<file path="src/rtl/ascp_pkg.sv">
// Shared constants and types for the ASCII setpoint command parser.
package ascp_pkg;

  // Field widths of the result request
  localparam int unsigned CODE_W   = 3;
  localparam int unsigned LETTER_W = 8;
  localparam int unsigned VALUE_W  = 25;
  localparam int unsigned MAG_W    = 24;

  localparam logic [MAG_W-1:0] MAG_MAX = {MAG_W{1'b1}};

  // Character codes
  localparam logic [7:0] ASC_NL    = 8'h0A;
  localparam logic [7:0] ASC_TAB   = 8'h09;
  localparam logic [7:0] ASC_CR    = 8'h0D;
  localparam logic [7:0] ASC_SPACE = 8'h20;
  localparam logic [7:0] ASC_PLUS  = 8'h2B;
  localparam logic [7:0] ASC_MINUS = 8'h2D;
  localparam logic [7:0] ASC_ZERO  = 8'h30;
  localparam logic [7:0] ASC_NINE  = 8'h39;
  localparam logic [7:0] ASC_T     = 8'h54;
  localparam logic [7:0] ASC_P     = 8'h50;
  localparam logic [7:0] ASC_R     = 8'h52;
  localparam logic [7:0] ASC_Y     = 8'h59;

  // Command codes
  localparam logic [CODE_W-1:0] CMD_NONE     = 3'd0;
  localparam logic [CODE_W-1:0] CMD_THROTTLE = 3'd1;
  localparam logic [CODE_W-1:0] CMD_PITCH    = 3'd2;
  localparam logic [CODE_W-1:0] CMD_ROLL     = 3'd3;
  localparam logic [CODE_W-1:0] CMD_YAW      = 3'd4;

  localparam logic signed [VALUE_W-1:0] THROTTLE_RESET = 25'sd1000;

  // Number scanner phase
  typedef enum logic [2:0] {
    PH_SKIP   = 3'b001,
    PH_DIGITS = 3'b010,
    PH_DONE   = 3'b100
  } phase_t;

endpackage

</file>
<file path="src/rtl/ascii_setpoint_command_parser_top.sv">
// Line assembler and decimal parser for setpoint commands arriving as serial bytes.
//
// Usage: received characters enter one per request on the in_ stream. A line
// ends with newline; its first byte is the command letter and the next
// NUMBER_CHARS bytes are scanned as a signed decimal (whitespace skip, one
// sign, digits up to the first non-digit). Each newline yields one out_
// request with the command code, letter, value and all four setpoints after
// the update; other bytes yield nothing. A line that reaches LINE_LENGTH
// bytes without newline is dropped silently.
// Path: a newline passes the input register, then the result register,
// before it appears on out_.
// Throughput: one byte per cycle while no newline is held (see Stall), set
// by the combinational scan and multiply-by-ten update between the two registers.
// Reset: line state cleared, throttle setpoint 1000, other setpoints 0.
// Stall: while a result waits on out_, the input register keeps taking
// bytes; non-newline bytes keep flowing, and in_tready drops only when
// a held newline cannot move into the occupied result register.
module ascii_setpoint_command_parser_top
  import ascp_pkg::*;
#(
  parameter int unsigned LINE_LENGTH  = 32,
  parameter int unsigned NUMBER_CHARS = 7
) (
  input  logic         clk,
  input  logic         rst_n,
  input  logic         in_tvalid,
  output logic         in_tready,
  input  logic [7:0]   in_tdata,   // [7:0] rx_byte
  output logic         out_tvalid,
  input  logic         out_tready,
  // [2:0] command_code, [10:3] command_letter, [35:11] parsed_value,
  // [60:36] throttle_setpoint, [85:61] pitch_setpoint,
  // [110:86] roll_setpoint, [135:111] yaw_setpoint
  output logic [135:0] out_tdata
);

  localparam int unsigned POS_W     = $clog2(LINE_LENGTH);
  localparam int unsigned LINE_LAST = LINE_LENGTH - 1;

  // Input register
  logic       s1_vld_r;
  logic [7:0] s1_byte_r;

  // Line state
  logic [POS_W-1:0]    pos_r, pos_nxt;
  logic [LETTER_W-1:0] letter_r, letter_nxt;
  phase_t              phase_r, phase_nxt;
  logic                neg_r, neg_nxt;
  logic [MAG_W-1:0]    mag_r, mag_nxt;

  // Setpoints
  logic signed [VALUE_W-1:0] thr_r, pitch_r, roll_r, yaw_r;

  // Result register
  logic                out_vld_r;
  logic [CODE_W-1:0]   out_code_r, code_nxt;
  logic [LETTER_W-1:0] out_letter_r;
  logic [VALUE_W-1:0]  out_value_r;

  logic               is_nl, is_space, is_digit, is_sign, in_window;
  logic               s1_adv, s1_take, s1_nl_take;
  logic [MAG_W+3:0]   mag_sum;
  logic [VALUE_W-1:0] mag_ext, value;

  // Byte classification
  assign is_nl    = (s1_byte_r == ASC_NL);
  assign is_space = (s1_byte_r == ASC_SPACE) ||
                    ((s1_byte_r >= ASC_TAB) && (s1_byte_r <= ASC_CR));
  assign is_digit = (s1_byte_r >= ASC_ZERO) && (s1_byte_r <= ASC_NINE);
  assign is_sign  = (s1_byte_r == ASC_PLUS) || (s1_byte_r == ASC_MINUS);
  assign in_window = (32'(pos_r) <= 32'(NUMBER_CHARS));

  // Handshake: a newline moves on only when the result register is free or being read out
  assign s1_adv     = !is_nl || !out_vld_r || out_tready;
  assign in_tready  = !s1_vld_r || s1_adv;
  assign s1_take    = s1_vld_r && s1_adv;
  assign s1_nl_take = s1_take && is_nl;

  // Multiply-by-ten accumulate with saturation
  assign mag_sum = (MAG_W+4)'({mag_r, 3'b000}) + (MAG_W+4)'({mag_r, 1'b0}) +
                   (MAG_W+4)'(s1_byte_r[3:0]);

  // Signed value of the finished line
  assign mag_ext = {1'b0, mag_r};
  assign value   = neg_r ? (~mag_ext + 1'b1) : mag_ext;

  // Command decode
  always_comb begin
    case (letter_r)
      ASC_T:   code_nxt = CMD_THROTTLE;
      ASC_P:   code_nxt = CMD_PITCH;
      ASC_R:   code_nxt = CMD_ROLL;
      ASC_Y:   code_nxt = CMD_YAW;
      default: code_nxt = CMD_NONE;
    endcase
  end

  // Line and number scanner next state
  always_comb begin
    pos_nxt    = pos_r;
    letter_nxt = letter_r;
    phase_nxt  = phase_r;
    neg_nxt    = neg_r;
    mag_nxt    = mag_r;
    if (pos_r == '0) begin
      letter_nxt = s1_byte_r;
    end else if (in_window) begin
      case (phase_r)
        PH_SKIP: begin
          if (is_sign) begin
            neg_nxt   = (s1_byte_r == ASC_MINUS);
            phase_nxt = PH_DIGITS;
          end else if (!is_space) begin
            if (is_digit) begin
              phase_nxt = PH_DIGITS;
              mag_nxt   = (mag_sum > (MAG_W+4)'(MAG_MAX)) ? MAG_MAX : mag_sum[MAG_W-1:0];
            end else begin
              phase_nxt = PH_DONE;
            end
          end
        end
        PH_DIGITS: begin
          if (is_digit) begin
            mag_nxt = (mag_sum > (MAG_W+4)'(MAG_MAX)) ? MAG_MAX : mag_sum[MAG_W-1:0];
          end else begin
            phase_nxt = PH_DONE;
          end
        end
        default: ;
      endcase
    end
    // Overlong line: drop everything and start fresh
    if (pos_r < POS_W'(LINE_LAST)) begin
      pos_nxt = POS_W'(pos_r + 1'b1);
    end else begin
      pos_nxt    = '0;
      letter_nxt = '0;
      phase_nxt  = PH_SKIP;
      neg_nxt    = 1'b0;
      mag_nxt    = '0;
    end
  end

  // Input register
  always_ff @(posedge clk) begin
    if (!rst_n) begin
      s1_vld_r <= 1'b0;
    end else if (in_tready) begin
      s1_vld_r <= in_tvalid;
    end
  end

  always_ff @(posedge clk) begin
    if (in_tready && in_tvalid) begin
      s1_byte_r <= in_tdata;
    end
  end

  // Line state and setpoints
  always_ff @(posedge clk) begin
    if (!rst_n) begin
      pos_r    <= '0;
      letter_r <= '0;
      phase_r  <= PH_SKIP;
      neg_r    <= 1'b0;
      mag_r    <= '0;
      thr_r    <= THROTTLE_RESET;
      pitch_r  <= '0;
      roll_r   <= '0;
      yaw_r    <= '0;
    end else if (s1_nl_take) begin
      pos_r    <= '0;
      letter_r <= '0;
      phase_r  <= PH_SKIP;
      neg_r    <= 1'b0;
      mag_r    <= '0;
      case (code_nxt)
        CMD_THROTTLE: thr_r   <= $signed(value);
        CMD_PITCH:    pitch_r <= $signed(value);
        CMD_ROLL:     roll_r  <= $signed(value);
        CMD_YAW:      yaw_r   <= $signed(value);
        default: ;
      endcase
    end else if (s1_take) begin
      pos_r    <= pos_nxt;
      letter_r <= letter_nxt;
      phase_r  <= phase_nxt;
      neg_r    <= neg_nxt;
      mag_r    <= mag_nxt;
    end
  end

  // Result register
  always_ff @(posedge clk) begin
    if (!rst_n) begin
      out_vld_r <= 1'b0;
    end else if (s1_nl_take) begin
      out_vld_r <= 1'b1;
    end else if (out_tready) begin
      out_vld_r <= 1'b0;
    end
  end

  always_ff @(posedge clk) begin
    if (s1_nl_take) begin
      out_code_r   <= code_nxt;
      out_letter_r <= letter_r;
      out_value_r  <= value;
    end
  end

  assign out_tvalid = out_vld_r;
  assign out_tdata  = {yaw_r, roll_r, pitch_r, thr_r, out_value_r, out_letter_r, out_code_r};

`ifndef NO_ASSERTIONS
  // A reported throttle command carries the stored throttle setpoint
  a_thr_match: assert property (@(posedge clk) disable iff (!rst_n)
    (out_vld_r && (out_code_r == CMD_THROTTLE)) |-> (thr_r == $signed(out_value_r)))
    else $error("throttle setpoint differs from reported value");

  // Input stalls only behind a newline blocked by a full result register
  a_stall_cause: assert property (@(posedge clk) disable iff (!rst_n)
    !in_tready |-> (s1_vld_r && is_nl && out_vld_r && !out_tready))
    else $error("input stalled without a blocked newline");

  // Magnitude only grows once the scanner has left whitespace skipping
  a_mag_phase: assert property (@(posedge clk) disable iff (!rst_n)
    (mag_r != '0) |-> (phase_r != PH_SKIP))
    else $error("magnitude nonzero while skipping whitespace");

  // A finished line leaves the line state empty
  a_line_clear: assert property (@(posedge clk) disable iff (!rst_n)
    s1_nl_take |=> ((pos_r == '0) && (letter_r == '0) && (mag_r == '0) && out_vld_r))
    else $error("line state not cleared after newline");
`endif

endmodule
</file>
<file path="config.mk">
export PLATFORM = sky130hd
export DESIGN_NAME = ascii_setpoint_command_parser_top
export DESIGN_NICKNAME = d
export VERILOG_FILES = /design/src/rtl/ascp_pkg.sv /design/src/rtl/ascii_setpoint_command_parser_top.sv
export SDC_FILE = /design/constraint.sdc
export NUM_CORES = 1
export LEC_CHECK = 0
export BUFFER_PORTS_ARGS = -buffer_cell sky130_fd_sc_hd__buf_2
export CELL_PAD_IN_SITES_DETAIL_PLACEMENT = 2
export CELL_PAD_IN_SITES_GLOBAL_PLACEMENT = 2
export CORE_ASPECT_RATIO = 1.1
export CORE_MARGIN = 3
export CORE_UTILIZATION = 38
export CTS_CLUSTER_SIZE = 20
export DETAILED_ROUTE_END_ITERATION = 16
export PLACE_DENSITY_LB_ADDON = 0.1
export RECOVER_POWER = 25
export SLEW_MARGIN = 15
export SYNTH_ARGS = -nofsm -noshare
export SYNTH_HDL_FRONTEND = slang
export SYNTH_SLANG_ARGS = --single-unit
</file>
<file path="constraint.sdc">
create_clock -name clk -period 9.8 [get_ports clk]
set_input_delay 1.47 -clock clk [delete_from_list [all_inputs] [get_ports clk]]
set_output_delay 1.47 -clock clk [all_outputs]
set_load 0.05 [all_outputs]
</file>
* Word level (Yosys, flattened, before mapping)
Index checks and enable logic that the tools add are counted.
Operators by class: reduce and logical (&&, ||, !) cells 24, equal/unequal tests 24, $lt $le $gt $ge 7, multiplexer cells 28, add/sub/neg operators 4, bitwise logic cells 2
Operator list (count):
- $mux 24 | 7
- $pmux 24 s2 | 1
- $eq 8x7->1 const B | 4
- $add 27x25->28 | 1
- $add 28x4->28 | 1
- $gt 28x24->1 const B | 1
- $add 25x1->25 const B | 1
- $mux 25 | 1
- $not 24->25 | 1
- $eq 8x6->1 const B | 3
- $mux 3 | 7
- $mux 8 | 2
- $pmux 3 s4 | 1
- $reduce_and 6->1 | 2
- $reduce_and 2->1 | 5
- $eq 3x2->1 const B | 3
- $ne 3x3->1 const B | 3
- $eq 8x4->1 const B | 1
- $ge 8x4->1 const B | 1
- $ge 8x6->1 const B | 1
- $le 8x4->1 const B | 1
- $le 8x6->1 const B | 1
- $ne 2x2->1 const B | 4
- $mux 1 | 7
- 18 further kinds | 29
Storage, ports and cells: input bits 12, flip-flop bits (word level) 187, output and inout port bits 138, word-level logic and storage cells 104

* Depth between registers and ports, before layout
Gate-level depths: netlist of the first run.
depth in word-level cells 11, depth in mapped cells 13, mapped depth without buffers 11

* Worst setup path after synthesis of the first run
Ideal clock, no wire load.
kind register -> register, start reg s1_byte_r[3], end reg mag_r[8], cell stages (with the launch flop) 12, buffers on the path 1, clock period less this slack 3.575 ns, setup slack 6.225 ns, data required time 9.677 ns, library setup time 0.123 ns, arrival 3.452 ns, cell sequence edfxtp_1 > fa_1 > fa_1 > a21o_1 > a31o_2 > nand3_1 > a31oi_1 > o21ai_0 > mux2_2 > o31a_1 > clkbuf_1 > a221o_2
On the way: longest elaborated chain between the ends 10, elaborated cells on any way between the ends 31, those cells by class add/sub: 1; order compare: 5; eq/ne: 6; mux: 8; reduce/logical: 11
Ends and longest elaborated chain:
- start, declared | line ascii_setpoint_command_parser_top.sv:42 | logic [7:0] s1_byte_r;
- start signal, assigned | line ascii_setpoint_command_parser_top.sv:155 | s1_byte_r <= in_tdata;
- $add 28x4->28 | line ascii_setpoint_command_parser_top.sv:80 | assign mag_sum = (MAG_W+4)'({mag_r, 3'b000}) + (MAG_W+4)'({mag_r, 1'b0}) +
- $gt 28x24->1 | line ascii_setpoint_command_parser_top.sv:116, ascii_setpoint_command_parser_top.sv:124
- $mux 24 | line ascii_setpoint_command_parser_top.sv:116, ascii_setpoint_command_parser_top.sv:124
- $mux 24 | line ascii_setpoint_command_parser_top.sv:114, ascii_setpoint_command_parser_top.sv:123
- $mux 24 | line ascii_setpoint_command_parser_top.sv:113 | end else if (!is_space) begin
- $mux 24 | line ascii_setpoint_command_parser_top.sv:110 | if (is_sign) begin
- $pmux 24 s2 | line ascii_setpoint_command_parser_top.sv:108 | case (phase_r)
- $mux 24 | line ascii_setpoint_command_parser_top.sv:107 | end else if (in_window) begin
- $mux 24 | line ascii_setpoint_command_parser_top.sv:105 | if (pos_r == '0) begin
- $mux 24 | line ascii_setpoint_command_parser_top.sv:133 | if (pos_r < POS_W'(LINE_LAST)) begin
- end signal, assigned | line ascii_setpoint_command_parser_top.sv:189 | mag_r <= mag_nxt;
- end, declared | line ascii_setpoint_command_parser_top.sv:49 | logic [MAG_W-1:0] mag_r, mag_nxt;
Parallel ways exist; a longest one is shown, timed or not. The select of a mux whose other input is x is not followed. A chain may end at the register's enable or synchronous reset.

* Worst setup path after layout of the first run
start in rst_n, end reg mag_r[4]
On the way: longest elaborated chain between the ends 2
Ends and longest elaborated chain:
- start, declared | line ascii_setpoint_command_parser_top.sv:25 | input logic rst_n,
- $not 1->1 (no line)
- $reduce_or 2->1 (no line)
Every way passes these cells.

==> results.txt, run 1 <==
status = completed
post-synthesis sequential area ratio = 48.5%
Tot Pwr = 1.53 mW
Max-slew headroom = 24.8%
P per Cell Area = 150 mW/mm^2
H-tree Lvls = 4
Yosys warning total = 0
combinational group share of total power = 2.3%
clock share of power = 45.4%
NetSw = 369 uW
Via density = 5.54
I/O pin cnt = 150
Filler cells = 2,418
Final #Nets = 1,055
clock skew = 0.0126 ns
min-delay src = phase_r[1]$_SDFFE_PP0P_
Die X = 150 um
CTS tree = yes
initial antenna violation count = 0
Ant. Diodes = 0
clock transition at the registers of the reported paths = 0.08 ns
total global-route track usage = 22.0%
hold buffers post-CTS = 0
# setup viols final = 0
post-synth net total = 919
async set or reset register ratio after synthesis = 0%
CP Max Fanout = 103
reg-to-reg slack, setup = 5.61 ns
Final Hold Fails = 0
Detailed Route WL = 27,000 um
worst hold slack = 0.474 ns
Clock Latency Late Sink = 0.44 ns
max-slew violation count = 0
Core Rows = 57
core area = 0.0222 sq mm
RSZ-0062 raised after global routing = false
crit path time final = 4.43 ns
Worst Path Arrival = 4.80 ns
Die Span Y = 164 um
gpl congestion = 0.871
clock buffer depth = 2
maxcap violations = 0
Inserted Clock Buffers = 17
Synth Area per Inst = 10.1 sq um
worst flop-to-flop path startpoint = mag_r[0]$_SDFFE_PP0P_
most common cell after layout, fill and taps aside = dfxtp_1
post-route ant nets = 0
crit path capture type = flip-flop
Fin Setup TNS = 0 ns
Layout area overhead = 18.4%
Inst Count DP = 1,267
crit path launch = rst_n
ys flop type = dfxtp_1
die area = 0.0245 sq mm
share of layout cells above drive strength 1 = 14.2%
Tightest Hold Check Type = reg -> reg
Cell Int Power = 1.16 mW
Initial Utilization = 38.9%
DR DRC count = 0
cell area after synthesis = 0.00863 sq mm
drt pass-1 iters = 5
register bit total from synthesis = 187
Sw Share = 24.1%
Final Non-Filler Cells = 1,299
routed vias = 7,192
clock tree sinks = 187
total gr overflow = 0
crit path kind = in -> reg
Worst EP required = 10.17 ns
most frequent cells in the layout = dfxtp_1 (143), nand2_1 (125), buf_2 (85), clkbuf_1 (65), o211a_1 (62)
# Post-CTS Setup Buffers = 0
Achievable Freq = 0.226 GHz
DP Wirelength = 19,600 um
multi-input logic area = 0.00418 sq mm
startpoint types = primary input
number of global-route vias before repair = 7,475
Cells after Synth = 855
Register Area = 0.00418 sq mm
port bufs = 149
leakage power = 5.21 nW
Post-synth EDFFs = 44
sequential power share = 52.3%
first-pass GRT wire length = 42,300 um
count of different cell masters after synthesis = 55
CTS root buffer = clkbuf_16
largest net degree at the start of global routing = 104
DRT iter0 DRCs = 229
maximum VDD drop = 0.116 mV
worst slew pin tran = 1.12 ns
period utilisation layout = 45.2%
Post-CTS Resized = 0
wire per inst = 20.8 um
==> power by group through the flow <==
stage	Sequential (mW)	Combinational, mW	Clock (mW)
after floorplan	0.815	0.0237	0
after global placement	0.818	0.0333	0
after detailed placement	0.818	0.0345	0
after CTS	0.801	0.0354	0.708
after global routing	0.802	0.0391	0.745
final	0.801	0.0346	0.694
==> final cells by class <==
class	instances	share of cell area (%)
flip-flops and latches	187	41.0
clock buffers	19	4.45
repair buffers	160	7.33
multi-input cells	589	40.9
well taps	295	3.61
clock inverters	13	1.43
inverters	36	1.32
==> registers in the layout, summed over array words and instances, names as in the netlist <==
name          count
s1_vld_r          1
neg_r             1
pos_r             5
mag_r            24
out_tvalid        1
s1_byte_r         8
yaw_r            25
thr_r            25
out_code_r        3
out_letter_r      8
letter_r          8
pitch_r          25
phase_r           3
roll_r           25
out_value_r      25
==> cell usage after synthesis, types with 6 or more instances <==
cell / count / area [sq um]
clkbuf_1: 40 / 150
ha_1: 50 / 626
nor4_1: 7 / 43.8
edfxtp_1: 44 / 1320
a21o_1: 7 / 52.6
nand2_1: 125 / 469
a21boi_0: 10 / 75.1
dfxtp_1: 143 / 2860
nor3_1: 6 / 30.0
a221o_1: 25 / 250
xor2_1: 30 / 263
nand3_1: 13 / 65.1
o211a_1: 62 / 621
xnor2_1: 18 / 158
or3_1: 8 / 50.1
a22oi_1: 8 / 60.1
o31ai_1: 8 / 60.1
nand2b_1: 10 / 62.6
nor2b_1: 8 / 50.1
nor2_1: 26 / 97.6
a21oi_1: 51 / 255
o21ai_0: 45 / 225
inv_1: 36 / 135
mux2i_1: 8 / 80.1
o211ai_1: 9 / 67.6
==> metal layers <==
layer	share of wire (%)	global-route usage (%)	vias up
met3	3.5	3.12	22
met2	49	38.0	137
met4	1.0	5.28	0
met1	46	29.1	3621
li1	-	-	3412
met5	0	0	-
==> worst paths after layout <==
| check | endpoint | cells after the start |
|---|---|---|
| max | mag_r[4]$_SDFFE_PP0P_ | 7 |
| max reg2reg | mag_r[8]$_SDFFE_PP0P_ | 10 |
| min reg2reg | phase_r[1]$_SDFFE_PP0P_ | 2 |
| min | phase_r[1]$_SDFFE_PP0P_ | 2 |
==> cells by family (layout without fill, tap and decap cells) <==
group | Yosys count | in the layout | synth area share [%]
AOI/OAI and AO/OA | 255 | 255 | 22.2
xor gates and xnor gates | 48 | 48 | 4.87
adders and majority gates | 52 | 52 | 7.72
buffers and inverters | 79 | 228 | 3.48
DFF | 187 | 187 | 48.5
muxes | 9 | 9 | 1.06
and+or+nand+nor | 225 | 225 | 12.1
==> worst max-delay path, cell delays in order <==
cell and delay [ns]:
buf_2 0.07, buf_4 0.74, nand2_1 0.63, nor4_2 0.37, buf_4 0.35, o31a_1 0.89, a221o_1 0.22
==> through the flow <==
step / util, % / setup WS, ns / instance area (sq um)
floorplan: - / 6.23 / 8630
global placement: 43.7 / 4.98 / 9690
detailed placement: 43.7 / 4.91 / 9690
CTS: 46.4 / 5.32 / 10300
global route: 46.0 / 5.12 / 10200
finish: 46.0 / 5.37 / 10200
Note: power is estimated with default switching activity, not from simulation.
==> run 2: changes to the inputs <==
--- a/config.mk
+++ b/config.mk
@@ -10,7 +10,7 @@
 export CELL_PAD_IN_SITES_GLOBAL_PLACEMENT = 2
 export CORE_ASPECT_RATIO = 1.1
 export CORE_MARGIN = 3
-export CORE_UTILIZATION = 38
+export CORE_UTILIZATION = 32
 export CTS_CLUSTER_SIZE = 20
 export DETAILED_ROUTE_END_ITERATION = 16
 export PLACE_DENSITY_LB_ADDON = 0.1
==> constraint.sdc (replaced) <==
create_clock -name clk -period 3.95 [get_ports clk]
set_input_delay 0.5925 -clock clk [delete_from_list [all_inputs] [get_ports clk]]
set_output_delay 0.5925 -clock clk [all_outputs]
set_load 0.05 [all_outputs]
==> results.txt, run 2 (synthesis gave the netlist of run 1 again) <==
NetSw = 966 uW (+160%)
Post-CTS Resized = 0 (unchanged)
startpoint types = flip-flop
crit path capture type = flip-flop
combinational group share of total power = 2.4% (about the same)
I/O pin cnt = 150 (unchanged)
Ant. Diodes = 0 (unchanged)
Reg2Reg Depth = 11 (+1)
die area = 0.0290 sq mm (+18%)
# setup viols final = 0 (unchanged)
Fin Setup TNS = 0 ns (unchanged)
port bufs = 149 (unchanged)
CP Max Fanout = 24 (-77%)
H-tree Lvls = 4 (unchanged)
CTS root buffer = clkbuf_16
post-route ant nets = 0 (unchanged)
sequential power share = 51.5% (-0.8 points)
Worst EP required = 4.27 ns (-5.90 ns)
Final #Nets = 1,078 (+2.2%)
status = completed
share of layout cells above drive strength 1 = 15.4% (+1.1 points)
max-slew violation count = 0 (unchanged)
Initial Utilization = 32.8% (-6.1 points)
Max-slew headroom = 30.1% (+5.3 points)
most common cell after layout, fill and taps aside = dfxtp_1
Final Non-Filler Cells = 1,379 (+6.2%)
Achievable Freq = 0.270 GHz
P per Cell Area = 367 mW/mm^2 (+140%)
total gr overflow = 0 (unchanged)
Detailed Route WL = 27,500 um (+2.0%)
maximum VDD drop = 0.220 mV (+89%)
clock buffer depth = 2 (unchanged)
Placed Area = 0.00995 sq mm (+2.7%)
drt pass-1 iters = 4 (-1)
Inserted Clock Buffers = 17 (unchanged)
Final Hold Fails = 0 (unchanged)
cell depth of the worst hold path = 1 (-1)
Filler cells = 2,900 (+20%)
Die Span Y = 178 um (+8.6%)
fin area = 0.0105 sq mm (+2.7%)
Worst Path Arrival = 4.02 ns (-0.78 ns)
wire per inst = 19.9 um (-3.9%)
worst slew pin tran = 1.05 ns (-0.0698 ns)
most frequent cells in the layout = dfxtp_1 (143), nand2_1 (125), clkbuf_1 (76), buf_2 (74), o211a_1 (62)
maxcap violations = 0 (unchanged)
RSZ-0062 raised after global routing = false
Die X = 163 um (+8.6%)
largest net degree at the start of global routing = 101 (-2.9%)
# Post-CTS Setup Buffers = 0 (unchanged)
core area = 0.0263 sq mm (+19%)
DRT iter0 DRCs = 369 (+61%)
period utilisation layout = 93.6%
Sw Share = 25.1% (+1.0 points)
routed vias = 7,229 (+0.51%)
Tot Pwr = 3.85 mW (+150%)
Via density = 5.24 (-5.3%)
worst hold slack = 0.333 ns (-0.141 ns)
hold buffers post-CTS = 0 (unchanged)
clock skew = 0.0177 ns (+0.00510 ns)
clock transition at the registers of the reported paths = 0.09 ns (about the same)
Inst Count DP = 1,347 (+6.3%)
Layout area overhead = 21.5%
gpl congestion = 0.819 (-5.9%)
leakage power = 5.28 nW (+1.5%)
DR DRC count = 0 (unchanged)
most frequent CP cell = fa_1
Tightest Hold Check Type = in -> reg
CTS tree = yes
total global-route track usage = 19.0% (-3.0 points)
CP cell instances = fa_1, fa_1, a21o_1, a31o_2, nand3_1, a31oi_1, o21ai_1, mux2_2, o31a_1, buf_4, a221o_2
first-pass GRT wire length = 43,200 um (+2.1%)
clock tree sinks = 187 (unchanged)
DP Wirelength = 20,300 um (+3.4%)
initial antenna violation count = 0 (unchanged)
Worst path max stage delay = 0.56 ns (-0.33 ns)
clock share of power = 46.1% (+0.7 points)
slowest CP cell = fa_1
Clock Latency Late Sink = 0.44 ns (about the same)
crit path kind = reg -> reg
crit path time final = 3.70 ns
Core Rows = 62 (+8.8%)
number of global-route vias before repair = 7,512 (+0.49%)
Cell Int Power = 2.88 mW (+150%)
==> run 2: changes by cell type in the layout (fill, tap and decap cells not counted), sizes merged <==
cell / before / now
inv: 43 / 44
clkbuf: 83 / 94
buf: 96 / 107
==> run 2: worst paths after layout <==
| check | from | endpoint | slack [ns] |
|---|---|---|---|
| setup / recovery | s1_byte_r[3]$_DFFE_PP_ | mag_r[8]$_SDFFE_PP0P_ | 0.25 |
| hold / removal | in_tdata[0] | s1_byte_r[0]$_DFFE_PP_ | 0.33 |
| setup reg to reg | s1_byte_r[3]$_DFFE_PP_ | mag_r[8]$_SDFFE_PP0P_ | 0.25 |
| hold reg to reg | phase_r[1]$_SDFFE_PP0P_ | phase_r[1]$_SDFFE_PP0P_ | 0.47 |
==> run 2: power by group through the flow <==
stage | Sequential (mW) | Combinational (mW) | Clock, mW
after floorplan | 2.02 | 0.0589 | 0
after global routing | 1.98 | 0.105 | 1.91
after detailed placement | 2.03 | 0.0946 | 0
final | 1.98 | 0.0938 | 1.77
after CTS | 1.98 | 0.0954 | 1.83
after global placement | 2.02 | 0.0936 | 0
==> run 2: metal layers <==
layer	wire length (um)	track usage (%)	up-vias
met4	245	4.09	0
met2	13500	32.8	126
met3	907	2.72	15
met1	12900	25.2	3635
li1	-	-	3453
met5	0	0	-
==> run 2: final cells by class <==
| class | instances | area (sq um) | share of cell area (%) |
|---|---|---|---|
| inverters | 36 | 135 | 1.29 |
| well taps | 352 | 440 | 4.20 |
| clock inverters | 14 | 183 | 1.74 |
| flip-flops and latches | 187 | 4180 | 39.9 |
| multi-input cells | 589 | 4200 | 40.1 |
| clock buffers | 18 | 439 | 4.19 |
| repair buffers | 183 | 903 | 8.62 |
==> run 2: critical path, delay by kind of cell (launching register included) <==
family | cells | cell delay, ns
AO/OA/AOI/OAI | 6 | 1.42
adder cells (fa/ha/maj) | 2 | 1.04
buffers and inverters | 1 | 0.22
flip-flops | 1 | 0.43
multiplexers | 1 | 0.35
AND/OR/NAND/NOR | 1 | 0.10
==> run 2: metrics by stage <==
step | utilization [%] | setup slack, ns
after floorplan | - | 0.375
after global placement | 37.8 | 0.274
after detailed placement | 37.8 | 0.166
after CTS | 40.2 | 0.135
after global routing | 39.9 | 0.0375
final | 39.9 | 0.252
==> run 3: changes to the inputs <==
--- a/config.mk
+++ b/config.mk
@@ -10,7 +10,7 @@
 export CELL_PAD_IN_SITES_GLOBAL_PLACEMENT = 2
 export CORE_ASPECT_RATIO = 1.1
 export CORE_MARGIN = 3
-export CORE_UTILIZATION = 32
+export CORE_UTILIZATION = 30
 export CTS_CLUSTER_SIZE = 20
 export DETAILED_ROUTE_END_ITERATION = 16
 export PLACE_DENSITY_LB_ADDON = 0.1
==> results.txt, run 3 (synthesis gave the netlist of run 1 again) <==
I/O pin cnt = 150 (unchanged)
# Post-CTS Setup Buffers = 0 (unchanged)
Die Span Y = 184 um (+3.2%)
port bufs = 149 (unchanged)
total gr overflow = 0 (unchanged)
status = completed
core area = 0.0281 sq mm (+6.9%)
largest net degree at the start of global routing = 97 (-4.0%)
total global-route track usage = 17.8% (-1.2 points)
Layout area overhead = 21.0%
startpoint types = flip-flop
Max-slew headroom = 31.4% (+1.3 points)
Achievable Freq = 0.275 GHz (+1.6%)
crit path time final = 3.64 ns (-0.0568 ns)
maximum VDD drop = 0.279 mV (+27%)
CTS root buffer = clkbuf_16
clock tree sinks = 187 (unchanged)
CP Max Fanout = 24 (unchanged)
Inst Count DP = 1,358 (+0.82%)
clock share of power = 44.1% (-2.0 points)
Tightest Hold Check Type = in -> reg
DP Wirelength = 20,400 um (+0.57%)
initial antenna violation count = 0 (unchanged)
wire per inst = 19.6 um (-1.5%)
Final #Nets = 1,078 (unchanged)
worst slew pin tran = 1.03 ns (-0.0201 ns)
routed vias = 7,238 (+0.12%)
Initial Utilization = 30.7% (-2.1 points)
first-pass GRT wire length = 43,500 um (+0.51%)
Clock Latency Late Sink = 0.44 ns (about the same)
Worst EP required = 4.28 ns (about the same)
Placed Area = 0.00997 sq mm (+0.20%)
Inserted Clock Buffers = 17 (unchanged)
Detailed Route WL = 27,300 um (-0.71%)
CP cell instances = fa_1, fa_1, a21o_1, a31o_2, nand3_1, a31oi_1, o21ai_0, mux2_2, o31a_1, buf_12, a221o_2
Worst path max stage delay = 0.55 ns (about the same)
worst hold slack = 0.326 ns (-0.00674 ns)
crit path kind = reg -> reg
Via density = 5.21 (-0.67%)
share of layout cells above drive strength 1 = 15.3% (-0.097 points)
RSZ-0062 raised after global routing = false
Worst Path Arrival = 3.97 ns (-0.05 ns)
Sw Share = 23.0% (-2.1 points)
Ant. Diodes = 0 (unchanged)
DRT iter0 DRCs = 314 (-15%)
post-route ant nets = 0 (unchanged)
clock buffer depth = 2 (unchanged)
Final Non-Filler Cells = 1,390 (+0.80%)
Fin Setup TNS = 0 ns (unchanged)
DR DRC count = 0 (unchanged)
Filler cells = 3,133 (+8.0%)
die area = 0.0308 sq mm (+6.4%)
Core Rows = 64 (+3.2%)
sequential power share = 53.3% (+1.8 points)
CTS tree = yes
maxcap violations = 0 (unchanged)
NetSw = 854 uW (-12%)
period utilisation layout = 92.2% (-1.4 points)
max-slew violation count = 0 (unchanged)
H-tree Lvls = 4 (unchanged)
Tot Pwr = 3.72 mW (-3.4%)
most frequent CP cell = fa_1
Final Hold Fails = 0 (unchanged)
number of global-route vias before repair = 7,402 (-1.5%)
leakage power = 5.25 nW (-0.56%)
Cell Int Power = 2.86 mW (-0.64%)
clock skew = 0.00711 ns (-0.0105 ns)
slowest CP cell = fa_1
most common cell after layout, fill and taps aside = dfxtp_1
drt pass-1 iters = 4 (unchanged)
fin area = 0.0104 sq mm (-0.47%)
combinational group share of total power = 2.5% (about the same)
Die X = 168 um (+3.2%)
# setup viols final = 0 (unchanged)
crit path capture type = flip-flop
most frequent cells in the layout = dfxtp_1 (143), nand2_1 (125), buf_2 (75), clkbuf_1 (74), o211a_1 (62)
P per Cell Area = 356 mW/mm^2 (-2.9%)
clock transition at the registers of the reported paths = 0.07 ns (-0.02 ns)
gpl congestion = 0.800 (-2.4%)
==> run 3: changes by cell type in the layout (fill, tap and decap cells not counted), sizes merged <==
cell,change
inv,-5
clkinv,+1
bufinv,+1
clkinvlp,+4
buf,+2
clkbuf,-3
==> run 3: repair_timing <==
| item | in CTS | in global routing |
|---|---|---|
| setup endpoints to repair | 0 | 24 |
| resized for setup | 0 | 1 |
| hold buffers | 0 | 0 |
==> run 3: per-layer routing <==
metal	up-vias	track usage [%]	share of wire [%]
met5	-	0	0
li1	3446	-	-
met3	18	2.99	3.6
met1	3649	24.1	47
met4	0	4.22	1.3
met2	125	29.9	48
==> run 3: worst paths after layout <==
path / start / to / slack [ns] / depth (start not counted)
worst max-delay path: s1_byte_r[3]$_DFFE_PP_ / mag_r[8]$_SDFFE_PP0P_ / 0.31 / 11
worst min register to register: roll_r[0]$_SDFFE_PN0P_ / roll_r[0]$_SDFFE_PN0P_ / 0.47 / 2
worst max register to register: s1_byte_r[3]$_DFFE_PP_ / mag_r[8]$_SDFFE_PP0P_ / 0.31 / 11
worst min-delay path: in_tdata[6] / s1_byte_r[6]$_DFFE_PP_ / 0.33 / 1
==> run 3: cell type report <==
class                      count  area, sq um  share of cell area (%)
multi-input combinational    589         4190                    40.2
sequential                   187         4180                    40.1
timing repair buffer         183          921                    8.82
tap                          363          454                    4.35
clock buffer                  17          425                    4.08
inverter                      36          135                    1.29
clock inverter                15          123                    1.17
==> run 3: per-stage QoR <==
stage | util, % | setup WS (ns)
finish | 37.1 | 0.309
global route | 37.1 | 0.0589
CTS | 37.4 | 0.194
detailed placement | 35.5 | 0.207
global placement | 35.5 | 0.296
floorplan | - | 0.375
==> run 3: power by group through the flow <==
stage | combinational (mW) | clock, mW | sequential, mW
after floorplan | 0.0589 | 0 | 2.02
after global placement | 0.0953 | 0 | 2.03
after detailed placement | 0.0956 | 0 | 2.03
after CTS | 0.0966 | 1.70 | 1.98
after global routing | 0.108 | 1.78 | 1.98
final | 0.0945 | 1.64 | 1.98
==> run 3: critical path, delay by kind of cell, from the launching register on <==
family / cells / cell delay (ns)
and+or+nand+nor: 1 / 0.10
adders and majority gates: 2 / 1.03
AOI/OAI and AO/OA: 6 / 1.45
muxes: 1 / 0.35
buffers and inverters: 1 / 0.17
DFF: 1 / 0.42
